==> config.mk <==
export PLATFORM = sky130hd
export DESIGN_NAME = top_k_neighbor_selector_core
export DESIGN_NICKNAME = d
export VERILOG_FILES = /design/src/sv/tkns_pkg.sv /design/src/sv/tkns_cell.sv /design/src/sv/top_k_neighbor_selector_core.sv
export SDC_FILE = /design/constraint.sdc
export NUM_CORES = 2
export LEC_CHECK = 0
export BUFFER_PORTS_ARGS = -buffer_cell sky130_fd_sc_hd__buf_4
export CAP_MARGIN = 20
export CORE_MARGIN = 1
export CORE_UTILIZATION = 68
export CTS_CLUSTER_SIZE = 40
export DETAILED_ROUTE_END_ITERATION = 10
export GPL_ROUTABILITY_DRIVEN = 1
export PLACE_DENSITY = 0.85
export SETUP_SLACK_MARGIN = 0.05
export SLEW_MARGIN = 10
export SYNTH_ARGS = -nofsm -noshare
export SYNTH_HDL_FRONTEND = slang
export SYNTH_SLANG_ARGS = --single-unit
==> constraint.sdc <==
create_clock -name clk_i -period 8.5 [get_ports clk_i]
set_input_delay 0.425 -clock clk_i [delete_from_list [all_inputs] [get_ports clk_i]]
set_output_delay 0.425 -clock clk_i [all_outputs]
set_load 0.02 [all_outputs]
==> src/sv/tkns_pkg.sv <==
// ----------------------------------------------------------------------------
// tkns_pkg
// Shared types and constants for the top-k neighbour selector.
// ----------------------------------------------------------------------------
package tkns_pkg;

  localparam int KC_W           = 5;
  localparam int KEEP_RESET     = 16;
  localparam int ADDR_W         = 3;
  localparam int DATA_W         = 32;

  localparam logic [ADDR_W-1:0] KEEP_COUNT_ADDR = 3'h0;

  typedef struct packed {
    logic ins;
    logic shl;
  } tkns_cell_ctrl_t;

endpackage

==> src/sv/tkns_cell.sv <==
// ----------------------------------------------------------------------------
// tkns_cell
// One slot of the sorted list: holds a weight and a neighbour, ranks the
// incoming edge against its own weight and shifts with its neighbours.
// ----------------------------------------------------------------------------
module tkns_cell #(
  parameter int NODE_BITS   = 16,
  parameter int WEIGHT_BITS = 32
) (
  input  logic                          clk_i,
  input  tkns_pkg::tkns_cell_ctrl_t     ctrl_i,
  input  logic                          occ_i,
  input  logic signed [WEIGHT_BITS-1:0] new_w_i,
  input  logic [NODE_BITS-1:0]          new_n_i,
  input  logic                          t_left_i,
  input  logic signed [WEIGHT_BITS-1:0] left_w_i,
  input  logic [NODE_BITS-1:0]          left_n_i,
  input  logic signed [WEIGHT_BITS-1:0] right_w_i,
  input  logic [NODE_BITS-1:0]          right_n_i,
  output logic                          t_o,
  output logic signed [WEIGHT_BITS-1:0] w_o,
  output logic [NODE_BITS-1:0]          n_o
);
  import tkns_pkg::*;

  logic signed [WEIGHT_BITS-1:0] w_q, w_d;
  logic [NODE_BITS-1:0]          n_q, n_d;

  // empty slot or strictly smaller weight: the new edge goes at or before here
  assign t_o = !occ_i || (new_w_i > w_q);

  always_comb begin
    w_d = w_q;
    n_d = n_q;
    if (ctrl_i.ins) begin
      if (t_left_i) begin
        w_d = left_w_i;
        n_d = left_n_i;
      end else if (t_o) begin
        w_d = new_w_i;
        n_d = new_n_i;
      end
    end else if (ctrl_i.shl) begin
      w_d = right_w_i;
      n_d = right_n_i;
    end
  end

  always_ff @(posedge clk_i) begin
    w_q <= w_d;
    n_q <= n_d;
  end

  assign w_o = w_q;
  assign n_o = n_q;

endmodule

==> src/sv/top_k_neighbor_selector_core.sv <==
// ----------------------------------------------------------------------------
// top_k_neighbor_selector_core
// Keeps the best-weighted edges of a row in a chain of compare cells and
// streams them out best first at the end of the row.
// ----------------------------------------------------------------------------
// latency: an edge is ranked in the cycle it is accepted, one edge per cycle
// a row_last edge starts a drain of N beats (N kept edges), one beat per cycle
// while the output is taken; no edge is accepted during the drain
// the drain shifts the cell chain towards slot 0, which feeds the output register
// reset: asynchronous, clears count, row source, state and keep_count to 16
// ----------------------------------------------------------------------------
module top_k_neighbor_selector_core #(
  parameter int MAX_KEEP    = 16,
  parameter int NODE_BITS   = 16,
  parameter int WEIGHT_BITS = 32
) (
  input  logic                              clk_i,
  input  logic                              rst_ni,
  input  logic                              psel,
  input  logic                              penable,
  input  logic                              pwrite,
  input  logic [tkns_pkg::ADDR_W-1:0]       paddr,
  input  logic [tkns_pkg::DATA_W-1:0]       pwdata,
  output logic [tkns_pkg::DATA_W-1:0]       prdata,
  output logic                              pready,
  input  logic                              in_valid_i,
  output logic                              in_ready_o,
  input  logic [NODE_BITS-1:0]              source_node_i,
  input  logic [NODE_BITS-1:0]              neighbor_node_i,
  input  logic signed [WEIGHT_BITS-1:0]     edge_weight_i,
  input  logic                              row_last_i,
  output logic                              out_valid_o,
  input  logic                              out_ready_i,
  output logic [NODE_BITS-1:0]              out_source_o,
  output logic [NODE_BITS-1:0]              out_neighbor_o,
  output logic signed [WEIGHT_BITS-1:0]     out_weight_o,
  output logic                              out_last_o
);
  import tkns_pkg::*;

  localparam int CNT_W = $clog2(MAX_KEEP + 1);

  localparam logic ST_FILL  = 1'b0;
  localparam logic ST_DRAIN = 1'b1;

  logic                 state_q, state_d;
  logic [CNT_W-1:0]     cnt_q, cnt_d;
  logic [CNT_W-1:0]     rem_q, rem_d;
  logic [KC_W-1:0]      keep_count_q;
  logic [NODE_BITS-1:0] row_src_q;

  logic                 out_valid_q;
  logic [NODE_BITS-1:0] out_src_q;
  logic [NODE_BITS-1:0] out_nb_q;
  logic signed [WEIGHT_BITS-1:0] out_w_q;
  logic                 out_last_q;

  logic                 in_acc, out_load, cfg_wr;
  logic [CNT_W-1:0]     eff_k, cnt_eff;
  tkns_cell_ctrl_t      ctrl;

  logic                          t      [MAX_KEEP];
  logic signed [WEIGHT_BITS-1:0] cell_w [MAX_KEEP];
  logic [NODE_BITS-1:0]          cell_n [MAX_KEEP];

  // configuration port
  assign pready = 1'b1;
  assign cfg_wr = psel && penable && pwrite;

  always_comb begin
    prdata = '0;
    if (paddr == KEEP_COUNT_ADDR) begin
      prdata = DATA_W'(keep_count_q);
    end
  end

  always_ff @(posedge clk_i or negedge rst_ni) begin
    if (!rst_ni) begin
      keep_count_q <= KC_W'(KEEP_RESET);
    end else if (cfg_wr && paddr == KEEP_COUNT_ADDR) begin
      keep_count_q <= pwdata[KC_W-1:0];
    end
  end

  // effective keep count and count clipped to it
  always_comb begin
    if (keep_count_q == '0) begin
      eff_k = CNT_W'(1);
    end else if (32'(keep_count_q) > 32'(MAX_KEEP)) begin
      eff_k = CNT_W'(MAX_KEEP);
    end else begin
      eff_k = CNT_W'(keep_count_q);
    end
    cnt_eff = (cnt_q > eff_k) ? eff_k : cnt_q;
  end

  assign in_ready_o = (state_q == ST_FILL);
  assign in_acc     = in_valid_i && in_ready_o;
  assign out_load   = (state_q == ST_DRAIN) && (!out_valid_q || out_ready_i);

  assign ctrl.ins = in_acc;
  assign ctrl.shl = out_load;

  // cell chain
  for (genvar i = 0; i < MAX_KEEP; i++) begin : g_cell
    logic                          t_left;
    logic signed [WEIGHT_BITS-1:0] lw, rw;
    logic [NODE_BITS-1:0]          ln, rn;

    if (i == 0) begin : g_head
      assign t_left = 1'b0;
      assign lw     = edge_weight_i;
      assign ln     = neighbor_node_i;
    end else begin : g_body
      assign t_left = t[i-1];
      assign lw     = cell_w[i-1];
      assign ln     = cell_n[i-1];
    end

    if (i == MAX_KEEP - 1) begin : g_tail
      assign rw = '0;
      assign rn = '0;
    end else begin : g_mid
      assign rw = cell_w[i+1];
      assign rn = cell_n[i+1];
    end

    tkns_cell #(
      .NODE_BITS   (NODE_BITS),
      .WEIGHT_BITS (WEIGHT_BITS)
    ) u_cell (
      .clk_i     (clk_i),
      .ctrl_i    (ctrl),
      .occ_i     (32'(i) < 32'(cnt_eff)),
      .new_w_i   (edge_weight_i),
      .new_n_i   (neighbor_node_i),
      .t_left_i  (t_left),
      .left_w_i  (lw),
      .left_n_i  (ln),
      .right_w_i (rw),
      .right_n_i (rn),
      .t_o       (t[i]),
      .w_o       (cell_w[i]),
      .n_o       (cell_n[i])
    );
  end

  // sequencing
  always_comb begin
    state_d = state_q;
    cnt_d   = cnt_q;
    rem_d   = rem_q;
    if (in_acc) begin
      cnt_d = (cnt_eff < eff_k) ? cnt_eff + CNT_W'(1) : cnt_eff;
      if (row_last_i) begin
        rem_d   = cnt_d;
        cnt_d   = '0;
        state_d = ST_DRAIN;
      end
    end
    if (out_load) begin
      rem_d = rem_q - CNT_W'(1);
      if (rem_q == CNT_W'(1)) begin
        state_d = ST_FILL;
      end
    end
  end

  always_ff @(posedge clk_i or negedge rst_ni) begin
    if (!rst_ni) begin
      state_q   <= ST_FILL;
      cnt_q     <= '0;
      rem_q     <= '0;
      row_src_q <= '0;
    end else begin
      state_q <= state_d;
      cnt_q   <= cnt_d;
      rem_q   <= rem_d;
      if (in_acc) begin
        row_src_q <= source_node_i;
      end
    end
  end

  // output register
  always_ff @(posedge clk_i or negedge rst_ni) begin
    if (!rst_ni) begin
      out_valid_q <= 1'b0;
    end else if (out_load) begin
      out_valid_q <= 1'b1;
    end else if (out_ready_i) begin
      out_valid_q <= 1'b0;
    end
  end

  always_ff @(posedge clk_i) begin
    if (out_load) begin
      out_src_q  <= row_src_q;
      out_nb_q   <= cell_n[0];
      out_w_q    <= cell_w[0];
      out_last_q <= (rem_q == CNT_W'(1));
    end
  end

  assign out_valid_o    = out_valid_q;
  assign out_source_o   = out_src_q;
  assign out_neighbor_o = out_nb_q;
  assign out_weight_o   = out_w_q;
  assign out_last_o     = out_last_q;

  // checks
  a_drain_nonzero: assert property (@(posedge clk_i) disable iff (!rst_ni)
    state_q == ST_DRAIN |-> rem_q != '0)
    else $error("drain with nothing left");

  a_cnt_bound: assert property (@(posedge clk_i) disable iff (!rst_ni)
    32'(cnt_q) <= 32'(MAX_KEEP))
    else $error("count above capacity");

  a_last_to_drain: assert property (@(posedge clk_i) disable iff (!rst_ni)
    in_acc && row_last_i |=> state_q == ST_DRAIN)
    else $error("row end did not start drain");

  a_final_beat: assert property (@(posedge clk_i) disable iff (!rst_ni)
    out_load && rem_q == CNT_W'(1) |=> state_q == ST_FILL && out_valid_o && out_last_o)
    else $error("final beat not flagged");

  a_drain_empty: assert property (@(posedge clk_i) disable iff (!rst_ni)
    in_acc && row_last_i |=> cnt_q == '0)
    else $error("list not cleared at row end");

endmodule
# ---- Word level (Yosys, flattened, before mapping)
# Cells that the tools add are included.
dict set report word_totals {
  reg_bits 866
  input_bits 107
  out_inout_bits 100
  word_cells 299
}
dict set report classes {
  addsub 2
  order_cmp 35
  eq_ne 17
  mux 141
  n_bitwise 1
  n_reduce_logical 61
}
# cell count
set ops {}
lappend ops {{$mux 32} 63}
lappend ops {{$mux 16} 63}
lappend ops {{$gt 32x32->1} 16}
lappend ops {{$mux 5} 9}
lappend ops {{$ne 3x1->1 const B} 15}
lappend ops {{$lt 4x5->1 const A} 8}
lappend ops {{$reduce_and 2->1} 17}
lappend ops {{$lt 3x5->1 const A} 4}
lappend ops {{$logic_not 1->1} 17}
lappend ops {{$logic_or 1x1->1} 17}
lappend ops {{$lt 1x5->1 const A} 2}
lappend ops {{$lt 2x5->1 const A} 2}
lappend ops {{$mux 1} 6}
lappend ops {{$reduce_bool 2->1} 3}
lappend ops {{$add 5x1->5 const B} 1}
lappend ops {{$eq 5x1->1 const B} 1}
lappend ops {{$gt 5x5->1} 1}
lappend ops {{$gt 5x5->1 const B} 1}
lappend ops {{$logic_and 1x1->1} 5}
lappend ops {{$logic_not 5->1} 1}
lappend ops {{$lt 5x5->1} 1}
lappend ops {{$sub 5x1->5 const B} 1}
lappend ops {{$logic_not 3->1} 1}
lappend ops {{$ne 2x1->1 const B} 1}
lappend ops {{$not 1->1} 1}

# ---- Logic depth before layout (Yosys ltp)
dict set report depth {
  depth_word 11
  mapped_depth 17
  ltp_nobuf 15
}

# ---- Modules after synthesis
# Synthesis repeated with hierarchy kept, for this count alone.
dict set report hier_totals {
  cells_unflattened 5749
  area_unflattened_um2 57320.0
}
# mod instances cells_per_inst area_each_um2 seq_area_each_um2
set modules_own_cells {}
lappend modules_own_cells {tkns_cell 16 339 3320.7 1441.4}
lappend modules_own_cells {top_k_neighbor_selector_core 1 325 4189.0 2778.9}

# ---- Worst setup path before layout
# Ideal clock, no wire load.
dict set report synth_timing {
  kind {flip-flop to flip-flop}
  from {register keep_count_q[1]}
  to {register g_cell[15].u_cell.n_q[0], enable pin}
  setup_ns 0.480
  arrival_time_ns 5.182
  required_ns 8.020
  slack_ns 2.838
  path_stages_with_launch 14
  n_path_buf 2
  synth_period_minus_slack_ns 5.662
  cell_sequence {dfrtp_1 > nor2b_1 > inv_1 > ha_1 > nor2b_1 > o31ai_2 > a21o_1 > buf_2 > mux2_2 > o21ai_0 > o311ai_1 > buf_2 > nor2_1 > a32oi_1}
}
dict set report synth_via {
  elab_chain_cells 10
  word_cells_on_any_way 14
  cone_classes {4 x order compare; 1 x eq/ne; 3 x mux; 6 x reduce/logical}
}
# element line
set synth_rtl {}
lappend synth_rtl {{start: declaration} top_k_neighbor_selector_core.sv:49} ;# logic [KC_W-1:0] keep_count_q;
lappend synth_rtl {{start signal: assignment} top_k_neighbor_selector_core.sv:79} ;# keep_count_q <= KC_W'(KEEP_RESET);
lappend synth_rtl {{start signal: assignment} top_k_neighbor_selector_core.sv:81} ;# keep_count_q <= pwdata[KC_W-1:0];
lappend synth_rtl {{$gt 5x5->1} top_k_neighbor_selector_core.sv:89} ;# end else if (32'(keep_count_q) > 32'(MAX_KEEP)) begin
lappend synth_rtl {{$mux 5} top_k_neighbor_selector_core.sv:89}
lappend synth_rtl {{$mux 5 (*)} top_k_neighbor_selector_core.sv:87} ;# if (keep_count_q == '0) begin
lappend synth_rtl {{$gt 5x5->1} top_k_neighbor_selector_core.sv:94} ;# cnt_eff = (cnt_q > eff_k) ? eff_k : cnt_q;
lappend synth_rtl {{$mux 5 (*)} top_k_neighbor_selector_core.sv:94}
lappend synth_rtl {{$lt 4x5->1} top_k_neighbor_selector_core.sv:134} ;# .occ_i (32'(i) < 32'(cnt_eff)),
lappend synth_rtl {{$logic_not 1->1} tkns_cell.sv:30} ;# assign t_o = !occ_i || (new_w_i > w_q);
lappend synth_rtl {{$logic_or 1x1->1} tkns_cell.sv:30}
lappend synth_rtl {{$ne 3x1->1 (no source line) (*)} n/a}
lappend synth_rtl {{$reduce_and 2->1 (no source line) (*)} n/a}
lappend synth_rtl {{end signal: assignment} tkns_cell.sv:51} ;# n_q <= n_d;
lappend synth_rtl {{end: declaration} tkns_cell.sv:27} ;# logic [NODE_BITS-1:0] n_q, n_d;
# Every way passes the cells marked *; elsewhere a longest branch is shown, timed or not.
# A chain may end at the register's enable or synchronous reset.

# ---- Worst setup path after layout
dict set report layout_timing {
  from {register keep_count_q[1]}
  to {register g_cell[15].u_cell.w_q[12], enable pin}
}
dict set report layout_via {
  elab_chain_cells 10
  word_cells_on_any_way 14
  cone_classes {4 x order compare; 1 x eq/ne; 3 x mux; 6 x reduce/logical}
}
# element line
set layout_rtl {}
lappend layout_rtl {{$gt 5x5->1} top_k_neighbor_selector_core.sv:89}
lappend layout_rtl {{$mux 5} top_k_neighbor_selector_core.sv:89}
lappend layout_rtl {{$mux 5 (*)} top_k_neighbor_selector_core.sv:87}
lappend layout_rtl {{$gt 5x5->1} top_k_neighbor_selector_core.sv:94}
lappend layout_rtl {{$mux 5 (*)} top_k_neighbor_selector_core.sv:94}
lappend layout_rtl {{$lt 4x5->1} top_k_neighbor_selector_core.sv:134}
lappend layout_rtl {{$logic_not 1->1} tkns_cell.sv:30}
lappend layout_rtl {{$logic_or 1x1->1} tkns_cell.sv:30}
lappend layout_rtl {{$ne 3x1->1 (no source line) (*)} n/a}
lappend layout_rtl {{$reduce_and 2->1 (no source line) (*)} n/a}
lappend layout_rtl {{end signal: assignment} tkns_cell.sv:50} ;# w_q <= w_d;
lappend layout_rtl {{end: declaration} tkns_cell.sv:26} ;# logic signed [WEIGHT_BITS-1:0] w_q, w_d;
# Marks and branches as above.

==> reports/qor.txt <==
RUN STATUS
--------------------------------------------------------------------------------
Status                                                                 completed

DRT
--------------------------------------------------------------------------------
Initial DRC count                                                           6264
Vias                                                                       43300
Number of vias per cell                                                     6.58
Antenna-violating nets left                                                    0
Routed length per placed instance                                        21.5 um
Total wire length after detailed routing                               141000 um
Remaining routing DRC violations                                               0
Iteration count of the initial detailed-routing pass                           7

WORST SETUP PATH
--------------------------------------------------------------------------------
Worst endpoint required time                                             8770 ps
Slack of the worst reg-to-reg path                                       2650 ps
Startpoint Class                                                            flop
Crit Path Max Fanout                                                          32
Worst r2r path cells                                                          13
Launch instance of the worst register-to-register path              keep_count_q[1]
Capture point of the worst reg-to-reg path                          g_cell[15].u_cell.w_o[12]
Setup crit end kind                                                         flop
Start-to-end type of the worst setup path                           flop to flop
WP data arrival                                                          6130 ps

FINAL LAYOUT
--------------------------------------------------------------------------------
Fillers                                                                     5176
Proportion of layout cells with a drive suffix above 1                    0.0694
Final Instance Area                                                   59600 um^2
Commonest cells after routing, fill and taps aside                  edfxtp_1, nand2_1, inv_1
Leading cell type in the layout, fill and taps excluded                 edfxtp_1
Net total in the final layout                                               6077
Count of inserted antenna diode cells                                          0
Finished Core Util                                                         0.750
Final cell count without fillers                                            6571
Layout Area Growth over Synthesis                                          8.75%

SYNTHESIS
--------------------------------------------------------------------------------
Distinct cell type count after synthesis                                      77
Combined area of all synthesized cells                                54800 um^2
Register area share after synthesis                                        0.472
Post-synthesis area per instance                                       10.0 um^2
Yosys synthesis warning count                                                  0
Cell count after synthesis                                                  5464
Share of async-settable or async-resettable flops after synthesis         0.0381
#FFs+latches synth                                                           866
EDFF count, synth                                                            833
Post-synth top flop                                                     edfxtp_1

MIN PATH
--------------------------------------------------------------------------------
Cell depth of the worst hold path                                              2
Worst hold start                                                      row_last_i
Hold endpoint                                                           cnt_q[4]
Type of the worst min-delay path                                    input port to flop

GLOBAL ROUTING
--------------------------------------------------------------------------------
Vias in the first global route                                             40200
Grt ovf                                                                        0
Initial antenna violation count                                                0
Overall routing resource usage                                             0.338
Global-route wire length before repair                                 220000 um
Maximum number of pins on one net before global-route repair                 197

CTS
--------------------------------------------------------------------------------
Clock insertion delay at the later pin of the skew report                 680 ps
Number of levels the H-tree was split into                                     3
Clock-pin slew on the worst setup and hold paths                           60 ps
Clk Tree Root Cell                                                     clkbuf_16
Number of clock sinks                                                        866
CTS tree                                                                     yes
Num CTS Buffers                                                               93
PostCTS Resize Cnt                                                             0
Max Buffers Root-to-Sink                                                       3

TIMING
--------------------------------------------------------------------------------
Slew margin rel.                                                           0.200
FMAX                                                                     171 MHz
Part of the cycle the worst path needs                                     0.689
Worst-case clock skew                                                    60.3 ps
Tmin final                                                               5850 ps
Fin Setup TNS                                                               0 ps
Worst-margin pin slew                                                    1190 ps
Pins over their slew limit                                                     0
Unrepaired setup endpoints after global routing                            false
Number of hold violations in the final report                                  0
Final setup violating endpoints                                                0

FLOORPLAN
--------------------------------------------------------------------------------
Starting density of the core                                               0.690
Core area                                                             79400 um^2
DIE WIDTH                                                                 286 um
Chip Height                                                               286 um
Standard-cell rows                                                           103
Die Area                                                              81700 um^2
Top-level I/O count                                                          207

PLACEMENT
--------------------------------------------------------------------------------
Placed standard-cell area                                             56200 um^2
Count of port buffers added during placement                                 151
Dpl hpwl                                                                99600 um
Global placement routability congestion                                    0.994
Number of cells after detailed placement                                    6372

RUN
--------------------------------------------------------------------------------
Max_cap viols                                                                  0

POWER
--------------------------------------------------------------------------------
VDD IR max                                                              0.365 mV
Post-layout power                                                       25400 uW
Leakage component of the power                                         0.0270 uW
Cell area power density                                              426 nW/um^2

[state kept, by name, indices dropped and copies added, names as in the netlist, 5 cells and up]
signal             count
cnt_q                  5
out_source_o          16
row_src_q             16
g_cell.u_cell.w_o    512
out_neighbor_o        16
g_cell.u_cell.n_o    256
out_weight_o          32
rem_q                  5
keep_count_q           5
[power breakdown]
| part | leakage [uW] | switching, uW | internal (uW) | total (uW) |
|---|---|---|---|---|
| logic | 0.0169 | 7360 | 4310 | 11700 |
| clock network | 0.00144 | 1760 | 2260 | 4020 |
| registers | 0.00865 | 1600 | 8090 | 9690 |
| total | 0.0270 | 10700 | 14700 | 25400 |
[how the worst max path moves through the flow]
stage                         start                   endpoint  cells past startpoint
CTS                 keep_count_q[2]  g_cell[15].u_cell.w_o[12]                     13
global placement    keep_count_q[2]   g_cell[15].u_cell.w_o[6]                     13
global route        keep_count_q[2]  g_cell[15].u_cell.w_o[12]                     13
finish              keep_count_q[1]  g_cell[15].u_cell.w_o[12]                     13
floorplan           keep_count_q[1]   g_cell[15].u_cell.n_o[0]                     13
detailed placement  keep_count_q[2]   g_cell[15].u_cell.w_o[6]                     13
[cell type report]
class                   count  area [um^2]  share of cell area
repair buffers            227         1910              0.0321
clock inverters            53          532             0.00893
inverters                 539         2020              0.0340
clock buffers             117         2440              0.0409
flip-flops and latches    866        25800               0.434
well taps                1050         1310              0.0221
multi-input cells        3719        25500               0.428
[synthesized netlist by cell type, drive strengths merged (14+ instances only)]
master  number  area (um^2)
nand3      347         1740
inv        539         2020
mux2i      438         4380
o221ai      97          850
clkbuf     239          897
dfrtp       32          801
nor2b       22          138
a21o        26          195
edfxtp     833        25000
or4         21          161
nand4      116          726
buf        127          764
o21ai      422         2110
o21a        19          143
nor2       167          627
a221oi      14          123
a21oi      305         1530
o211ai     223         1670
nor3        35          175
ha         524         6560
nand2      774         2910
[metrics by stage]
step	worst slack [ps]	hold WS (ps)
floorplan	2840	129
global placement	2930	427
detailed placement	2850	432
CTS	2810	16.4
global route	2350	41.1
finish	2650	51.4
[repair_timing]
action                    4_1_cts  5_1_grt
buffers inserted                0        0
hold endpoints to repair       53        0
hold buffers                   22        0
[layer usage]
| metal | share of wire | global-route usage | up-vias |
|---|---|---|---|
| met2 | 0.45 | 0.521 | 2632 |
| met5 | 0 | 0 | - |
| met3 | 0.11 | 0.0517 | 275 |
| li1 | - | - | 19900 |
| met1 | 0.40 | 0.492 | 20400 |
| met4 | 0.031 | 0.113 | 0 |
[cells by family (layout without fill, tap and decap cells)]
group | after synthesis | in the layout | synth area share
flip-flops | 866 | 866 | 0.472
multiplexers | 447 | 447 | 0.0819
AO/OA/AOI/OAI | 1198 | 1198 | 0.136
buffers and inverters | 905 | 936 | 0.0673
other | 2 | 28 | 0.000137
AND/OR/NAND/NOR | 1517 | 1517 | 0.123
adder cells (fa/ha/maj) | 524 | 524 | 0.120
XOR/XNOR | 5 | 5 | 0.000800
[worst max-delay path, cell delays in order, from the launching register on]
cell      delay [ps]
dfrtp_1          470
nor2b_1          490
inv_1            140
ha_1             320
nor2b_1          170
o31ai_2          370
a21o_1           540
mux2_2           330
o21ai_0          410
o311ai_4         250
buf_4            460
nor2_1           130
a32oi_4          780
buf_4            550
Power figures use the tool's default switching activity.
